==> src/rtl/inflight_range_overlap_table_assert.svh <==
// ----------------------------------------------------------------------------
// Assertion macros for the in-flight range overlap table
// Shorthand for clocked, reset-qualified checks used at the end of the top level.
// ----------------------------------------------------------------------------
`ifndef INFLIGHT_RANGE_OVERLAP_TABLE_ASSERT_SVH
`define INFLIGHT_RANGE_OVERLAP_TABLE_ASSERT_SVH

// Same-cycle implication, checked while out of reset.
`define IROT_ASSERT_NOW(lbl, ante, cons, msg) \
  lbl: assert property (@(posedge clk) disable iff (rst) (ante) |-> (cons)) else $error(msg);

// Next-cycle implication, checked while out of reset.
`define IROT_ASSERT_NEXT(lbl, ante, cons, msg) \
  lbl: assert property (@(posedge clk) disable iff (rst) (ante) |=> (cons)) else $error(msg);

`endif

==> src/rtl/irot_pkg.sv <==
// ----------------------------------------------------------------------------
// irot_pkg
// Types and constants shared by the in-flight range overlap table.
// ----------------------------------------------------------------------------
`timescale 1ns / 1ps

package irot_pkg;

  localparam int TABLE_ENTRIES = 16;
  localparam int IDX_W = (TABLE_ENTRIES > 1) ? $clog2(TABLE_ENTRIES) : 1;
  localparam int CNT_W = $clog2(TABLE_ENTRIES + 1);
  localparam int WORD_W = 64;
  localparam int COUNT_OUT_W = 5;

  localparam logic KIND_ADD = 1'b0;
  localparam logic KIND_REMOVE = 1'b1;

  typedef enum logic [2:0] {
    ST_ADDED     = 3'd0,
    ST_OVERLAP   = 3'd1,
    ST_DUPLICATE = 3'd2,
    ST_FULL      = 3'd3,
    ST_ID_IN_USE = 3'd4,
    ST_REMOVED   = 3'd5,
    ST_NOT_FOUND = 3'd6
  } status_t;

  typedef enum logic [1:0] {
    S_IDLE,
    S_SCAN,
    S_DECIDE
  } fsm_state_t;

  typedef struct packed {
    logic [WORD_W-1:0] id;
    logic [WORD_W-1:0] hi;
    logic [WORD_W-1:0] lo;
  } entry_t;

endpackage

==> src/rtl/inflight_range_overlap_table.sv <==
// ----------------------------------------------------------------------------
// inflight_range_overlap_table
// Bounded table of in-flight requests with non-overlapping inclusive ranges.
// ----------------------------------------------------------------------------
// Flow: an accepted word is scanned against the table with one read per entry from
//   the entry memory, then decided in S_DECIDE; the done strobe is registered after it.
// Busy is high during the scan and the decide state, so no new word is taken then;
//   a new start is taken in the same cycle the done strobe is shown.
// Reset: synchronous rst empties the table (valid bits and count clear at once).
// The receiver cannot stall: the done strobe for each result is shown for exactly one cycle.
`timescale 1ns / 1ps

module inflight_range_overlap_table
  import irot_pkg::*;
(
  input  logic                   clk,
  input  logic                   rst,
  input  logic                   start,
  output logic                   busy,
  input  logic                   kind,
  input  logic [WORD_W-1:0]      request_id,
  input  logic [WORD_W-1:0]      range_start,
  input  logic [WORD_W-1:0]      range_end,
  output logic                   done,
  output logic [2:0]             status,
  output logic [WORD_W-1:0]      duplicate_id,
  output logic [COUNT_OUT_W-1:0] entry_count
);

  localparam logic [IDX_W-1:0] LAST_IDX = IDX_W'(TABLE_ENTRIES - 1);

  // Entry memory holds id and range; it has no reset, since an entry is only
  // looked at while its valid bit is set. Valid bits live in flip-flops.
  entry_t entry_mem [TABLE_ENTRIES];
  entry_t rd_data;
  logic [TABLE_ENTRIES-1:0] valid;
  logic [CNT_W-1:0] live_count;

  fsm_state_t state, state_next;

  // The accepted word is held here for the whole scan.
  logic              req_kind;
  logic [WORD_W-1:0] req_id;
  logic [WORD_W-1:0] req_lo;
  logic [WORD_W-1:0] req_hi;

  // Read address issue and the matching returned-data tag.
  logic [IDX_W-1:0] rd_ptr;
  logic             issuing;
  logic             rd_vld;
  logic [IDX_W-1:0] rd_idx;

  // Scan results gathered one entry per cycle.
  logic              best_found;
  logic [WORD_W-1:0] best_lo;
  logic [WORD_W-1:0] best_hi;
  logic [WORD_W-1:0] best_id;
  logic              id_hit;
  logic [IDX_W-1:0]  hit_idx;
  logic              free_found;
  logic [IDX_W-1:0]  free_idx;

  // Decision for the current word, used in the decide cycle.
  status_t           res_status;
  logic [WORD_W-1:0] res_dup;
  logic              do_write;
  logic              do_clear;
  logic [CNT_W-1:0]  count_next;

  logic accept;
  logic rd_live;
  logic rd_cand;

  assign accept  = start && !busy;
  assign busy    = (state != S_IDLE);
  assign rd_live = rd_vld && valid[rd_idx];
  // An entry is a candidate if it ends at or after the new start; the closest
  // such end is the only range that can touch the new one.
  assign rd_cand = rd_live && (rd_data.hi >= req_lo) &&
                   (!best_found || (rd_data.hi < best_hi));

  always_ff @(posedge clk) begin
    if (rst) begin
      state <= S_IDLE;
    end else begin
      state <= state_next;
    end
  end

  always_comb begin
    state_next = state;
    case (state)
      S_IDLE: begin
        if (start) begin
          state_next = S_SCAN;
        end
      end
      S_SCAN: begin
        if (rd_vld && (rd_idx == LAST_IDX)) begin
          state_next = S_DECIDE;
        end
      end
      S_DECIDE: begin
        state_next = S_IDLE;
      end
      default: begin
        state_next = S_IDLE;
      end
    endcase
  end

  // Final decision: a remove reports removed or not found; an add checks overlap or duplicate, id in use, full.
  always_comb begin
    res_status = ST_ADDED;
    res_dup    = '0;
    do_write   = 1'b0;
    do_clear   = 1'b0;
    count_next = live_count;
    if (req_kind == KIND_REMOVE) begin
      if (id_hit) begin
        res_status = ST_REMOVED;
        do_clear   = 1'b1;
        count_next = live_count - CNT_W'(1);
      end else begin
        res_status = ST_NOT_FOUND;
      end
    end else if (req_lo > req_hi) begin
      res_status = ST_OVERLAP;
    end else if (best_found && (best_lo <= req_hi)) begin
      if ((best_lo <= req_lo) && (req_hi <= best_hi)) begin
        res_status = ST_DUPLICATE;
        res_dup    = best_id;
      end else begin
        res_status = ST_OVERLAP;
      end
    end else if (id_hit) begin
      res_status = ST_ID_IN_USE;
    end else if (!free_found) begin
      res_status = ST_FULL;
    end else begin
      res_status = ST_ADDED;
      do_write   = 1'b1;
      count_next = live_count + CNT_W'(1);
    end
  end

  // Memory: one registered read port for the scan, one write port for adds.
  always_ff @(posedge clk) begin
    rd_data <= entry_mem[rd_ptr];
    if ((state == S_DECIDE) && do_write) begin
      entry_mem[free_idx] <= '{id: req_id, hi: req_hi, lo: req_lo};
    end
  end

  // Control registers.
  always_ff @(posedge clk) begin
    if (rst) begin
      issuing    <= 1'b0;
      rd_vld     <= 1'b0;
      valid      <= '0;
      live_count <= '0;
      done       <= 1'b0;
    end else begin
      done   <= (state == S_DECIDE);
      rd_vld <= (state == S_SCAN) && issuing;
      if (accept) begin
        issuing <= 1'b1;
      end else if ((state == S_SCAN) && issuing && (rd_ptr == LAST_IDX)) begin
        issuing <= 1'b0;
      end
      if (state == S_DECIDE) begin
        live_count <= count_next;
        if (do_write) begin
          valid[free_idx] <= 1'b1;
        end
        if (do_clear) begin
          valid[hit_idx] <= 1'b0;
        end
      end
    end
  end

  // Word capture, scan bookkeeping and the result register.
  always_ff @(posedge clk) begin
    if (accept) begin
      req_kind   <= kind;
      req_id     <= request_id;
      req_lo     <= range_start;
      req_hi     <= range_end;
      rd_ptr     <= '0;
      best_found <= 1'b0;
      id_hit     <= 1'b0;
      free_found <= 1'b0;
    end else if (state == S_SCAN) begin
      if (issuing && (rd_ptr != LAST_IDX)) begin
        rd_ptr <= rd_ptr + IDX_W'(1);
      end
      if (rd_cand) begin
        best_found <= 1'b1;
        best_lo    <= rd_data.lo;
        best_hi    <= rd_data.hi;
        best_id    <= rd_data.id;
      end
      if (rd_live && (rd_data.id == req_id) && !id_hit) begin
        id_hit  <= 1'b1;
        hit_idx <= rd_idx;
      end
      if (rd_vld && !valid[rd_idx] && !free_found) begin
        free_found <= 1'b1;
        free_idx   <= rd_idx;
      end
    end
    rd_idx <= rd_ptr;
    if (state == S_DECIDE) begin
      status       <= res_status;
      duplicate_id <= res_dup;
      entry_count  <= COUNT_OUT_W'(count_next);
    end
  end

`include "inflight_range_overlap_table_assert.svh"

  `IROT_ASSERT_NOW(a_count_matches_valid, 1'b1, $countones(valid) == live_count, "count mismatch")
  `IROT_ASSERT_NEXT(a_accept_goes_busy, accept, busy && (state == S_SCAN), "no scan after accept")
  `IROT_ASSERT_NEXT(a_decide_then_done, state == S_DECIDE, done && !busy, "no result")
  `IROT_ASSERT_NOW(a_read_only_in_scan, rd_vld, state == S_SCAN, "read data outside the scan")

endmodule
==> config.mk <==
export PLATFORM = sky130hd
export DESIGN_NAME = inflight_range_overlap_table
export DESIGN_NICKNAME = d
export VERILOG_FILES = /design/src/rtl/irot_pkg.sv /design/src/rtl/inflight_range_overlap_table.sv
export VERILOG_INCLUDE_DIRS = /design/src /design/src/rtl
export SDC_FILE = /design/constraint.sdc
export NUM_CORES = 2
export LEC_CHECK = 0
export ABC_AREA = 1
export BUFFER_PORTS_ARGS = -buffer_cell sky130_fd_sc_hd__buf_2
export CORE_MARGIN = 2
export CORE_UTILIZATION = 60
export DETAILED_ROUTE_END_ITERATION = 10
export PLACE_DENSITY = 0.77
export SLEW_MARGIN = 10
export SYNTH_ARGS = -nofsm -noshare
export SYNTH_HDL_FRONTEND = slang
export SYNTH_SLANG_ARGS = --single-unit
==> constraint.sdc <==
create_clock -name clk -period 16.5 [get_ports clk]
set_input_delay 0 -clock clk [delete_from_list [all_inputs] [get_ports clk]]
set_output_delay 0 -clock clk [all_outputs]
set_load 0.1 [all_outputs]
==> qor.csv <==
stage;metric;value;unit
critical_path;crit-path max cell delay;1.03;ns
critical_path;Worst setup EP type;flip-flop;
critical_path;reg2reg end;entry_mem[3][122];
die;initial core utilization;60.14;%
yosys;sequential share of the synthesized area;75.12;%
die;DIE WIDTH;499.8;um
route;# DRC;0;
critical_path;CP max stage cell;buf_4;
timing;achievable frequency;143.5;MHz
min_path;Hold EP;req_lo[61];
finish;nets;11980;
yosys;Post-Synthesis Cell Area;0.1475;mm2
timing;Worst slew margin;17.80;%
yosys;Yosys reg bits;3766;
yosys;Syn Nets;11450;
placed_design;hpwl dp;209000;um
global_route;global route overflow;0;
route;Starting DRT DRC Count;14720;
clock_network;postcts setup bufs;0;
critical_path;R2R cell count;16;
critical_path;worst path required time;17.02;ns
min_path;worst hold start;range_start[61];
timing;Least-Margin Pin Slew;1.233;ns
timing;slack of the critical path;9.532;ns
placed_design;IO buf count;269;
min_path;WHS Path Cells;2;
timing;RSZ-0062 raised after global routing;false;
clock_network;count of clock tree sinks;3766;
die;Die Y;499.8;um
finish;synthesis-to-layout area growth;13.76;%
yosys;Yosys Warn Count;0;
timing;Final Max Tran Viols;0;
clock_network;htree depth;5;
clock_network;Worst-path clk slew;0.06;ns
finish;share of cells above drive strength 1;8.344;%
critical_path;worst path bufs/invs;4;
critical_path;worst endpoint data arrival time;7.49;ns
clock_network;Longest Clk Path Bufs;4;
route;wire per inst;26.68;um
global_route;initial antenna violation count;16;
critical_path;CP Cell Sequence;inv_1 > ha_1 > nand2_1 > nor4_1 > nand2_1 > nor2_1 > nand2_1 > nand2_1 > nand2_1 > nand2_2 > nand3_4 > nor2_8 > nand3_2 > inv_8 > buf_4 > buf_4;
die;I/O pins;270;
critical_path;RR Startpoint;req_hi[53];
yosys;Cells after Synth;10860;
timing;# setup viols final;0;
die;Placeable Area;0.2453;mm2
route;DR vias;96380;
die;Die ar.;0.2498;mm2
power_and_ir_drop;Final Power;0.02062;W
timing;Hold Fails Final Rpt;0;
power_and_ir_drop;Max IR drop VDD;106.8;uV
power_and_ir_drop;PwrDens;122.9;mW/mm2
timing;Final min period;6.968;ns
clock_network;TritonCTS clock tree;yes;
clock_network;Num CTS Buffers;375;
placed_design;worst slack, placed;9.818;ns
route;total wire length;398300;um
placed_design;GPL Wtd Cong;0.8851;
critical_path;r2r setup slk;9.53;ns
critical_path;most frequent CP cell;nand2_1;
yosys;Main synth FF type;edfxtp_1;
global_route;total track usage;31.23;%
global_route;first-pass GRT wire length;586400;um
yosys;Netlist cell types;49;
power_and_ir_drop;Pleak;57.60;nW
global_route;largest net degree at the start of global routing;231;
yosys;Post-Syn Area per Cell;13.58;um2
route;Antenna Nets Post-Route;0;
route;Vias/cell;6.455;
global_route;vias in the first global route;94990;
timing;Hold Slack;0.02573;ns
critical_path;crit-path max FO;67;
yosys;EDFF count, synth;3537;
clock_network;Clk Latency, worst-skew pair;0.98;ns
timing;Final TNS setup;0;ns
route;DRT Pass-1 Iters;8;
timing;clock skew;0.08225;ns
critical_path;WS Path Type;reg -> reg;
critical_path;Crit path max-delay family;simple AND/OR/NAND/NOR gates;
yosys;FFs w/ async S/R, synth;0;%
clock_network;clk root buf;clkbuf_16;
outcome;status;finished clean;
die;# rows;182;
min_path;HP Class;in -> reg;
timing;part of the cycle the worst path needs;42.23;%
critical_path;Critical Path Start Type;flip-flop;
run;max-cap check violation count;0;
-- state kept, by name, summed over array words and instances, names as in the netlist, 3 cells and up --
register,cells
best_hi,64
best_id,64
best_lo,64
duplicate_id,64
entry_count,5
entry_mem,3072
free_idx,4
hit_idx,4
live_count,5
rd_data,192
rd_idx,4
rd_ptr,4
req_hi,64
req_id,64
req_lo,64
status,3
valid,16
-- per-stage QoR --
| step | instance area (um2) | utilization (%) | cells |
|---|---|---|---|
| after floorplan | 147500 | - | 10860 |
| after global placement | 151800 | 61.88 | 13850 |
| after detailed placement | 151800 | 61.88 | 13850 |
| after CTS | 167700 | 68.39 | 14920 |
| after global routing | 167800 | 68.40 | 14920 |
| final | 167800 | 68.41 | 14930 |
-- cells in the mapped netlist (70+ instances only) --
cell,number,area share (%)
nand2_1,695,1.8
edfxtp_1,3537,72
nand3_1,388,1.3
ha_1,386,3.3
inv_1,414,1.1
a21oi_1,211,0.72
o22ai_1,456,1.9
nor2_1,1691,4.3
clkbuf_1,560,1.4
o221ai_1,329,2.0
dfxtp_1,229,3.1
o21ai_0,1609,5.5
o211ai_1,70,0.36
-- cell families (layout without fill, tap and decap cells) --
kind of cell,count (synthesis),in the layout,share of synthesized area (%)
buffers and inverters,1045,1878,2.691
XOR/XNOR,47,47,0.2791
other,0,14,0
flip-flops,3766,3766,75.12
adder cells (fa/ha/maj),386,386,3.275
AND/OR/NAND/NOR,2882,2882,7.880
AO/OA/AOI/OAI,2738,2738,10.75
-- final cells by class --
class,count,area (um2)
sequential,3766,110800
clock inverter,144,1504
tap,3220,4029
timing repair buffer,781,6336
multi-input combinational,6053,32750
inverter,417,1730
clock buffer,536,10590
antenna,14,35.03
fill,15820,77480
-- routing by layer --
metal / vias to the layer above / track usage [%] / wire, um
li1: 41560 / - / -
met1: 47430 / 43.62 / 150000
met2: 6445 / 50.04 / 188500
met3: 941 / 4.742 / 44230
met4: 6 / 12.22 / 15510
met5: - / 0 / 40
-- power breakdown --
group          leakage (nW)  total [W]  internal, W  switching [W]
Combinational          17.9    0.00140     0.000459       0.000944
Sequential             33.8     0.0108       0.0106       0.000232
Clock                  5.91    0.00840      0.00491        0.00349
-- cells in the final DEF (no fill, tap or decap), types with 20 or more instances in the layout --
cell type	n
clkinv_2	56
dlygate4sd3_1	388
buf_4	110
nand3_1	388
ha_1	386
nor2_1	1690
a21oi_1	210
o211ai_1	70
nand4_1	50
o21a_1	20
clkbuf_1	108
buf_2	269
clkbuf_16	381
inv_1	394
o22ai_1	456
o221ai_1	329
nor3_1	26
bufinv_16	29
o21ai_0	1609
clkbuf_8	47
clkinv_1	36
inv_8	21
edfxtp_1	3537
xor2_1	30
nand2_1	695
dfxtp_1	226
-- worst register-to-register path, cell delays in order, from the launching register on --
cell and delay [ns]:
edfxtp_1 0.79, inv_1 0.21, ha_1 0.35, nand2_1 0.07, nor4_1 0.60, nand2_1 0.30
nor2_1 0.60, nand2_1 0.12, nand2_1 0.08, nand2_1 0.07, nand2_2 0.25, nand3_4 0.18
nor2_8 0.26, nand3_2 0.19, inv_8 0.56, buf_4 1.07, buf_4 0.86
-- worst max path at each step --
| stage | depth (start not counted) | startpoint | to |
|---|---|---|---|
| 6_report | 16 | req_hi[53] | entry_mem[3][122] |
| 2_1_floorplan | 12 | req_lo[63] | best_hi[0] |
| 3_5_place_dp | 16 | req_hi[53] | entry_mem[3][143] |
| 3_3_place_gp | 16 | req_hi[53] | entry_mem[3][143] |
| 5_1_grt | 16 | req_hi[55] | entry_mem[3][127] |
| 4_1_cts | 16 | req_hi[55] | entry_mem[3][120] |
-- timing repair --
item	4_1_cts	5_1_grt
gates resized for setup	0	0
hold buffers	388	0
hold endpoints to repair	241	0
No activity file was read; power rests on OpenSTA's default activity.
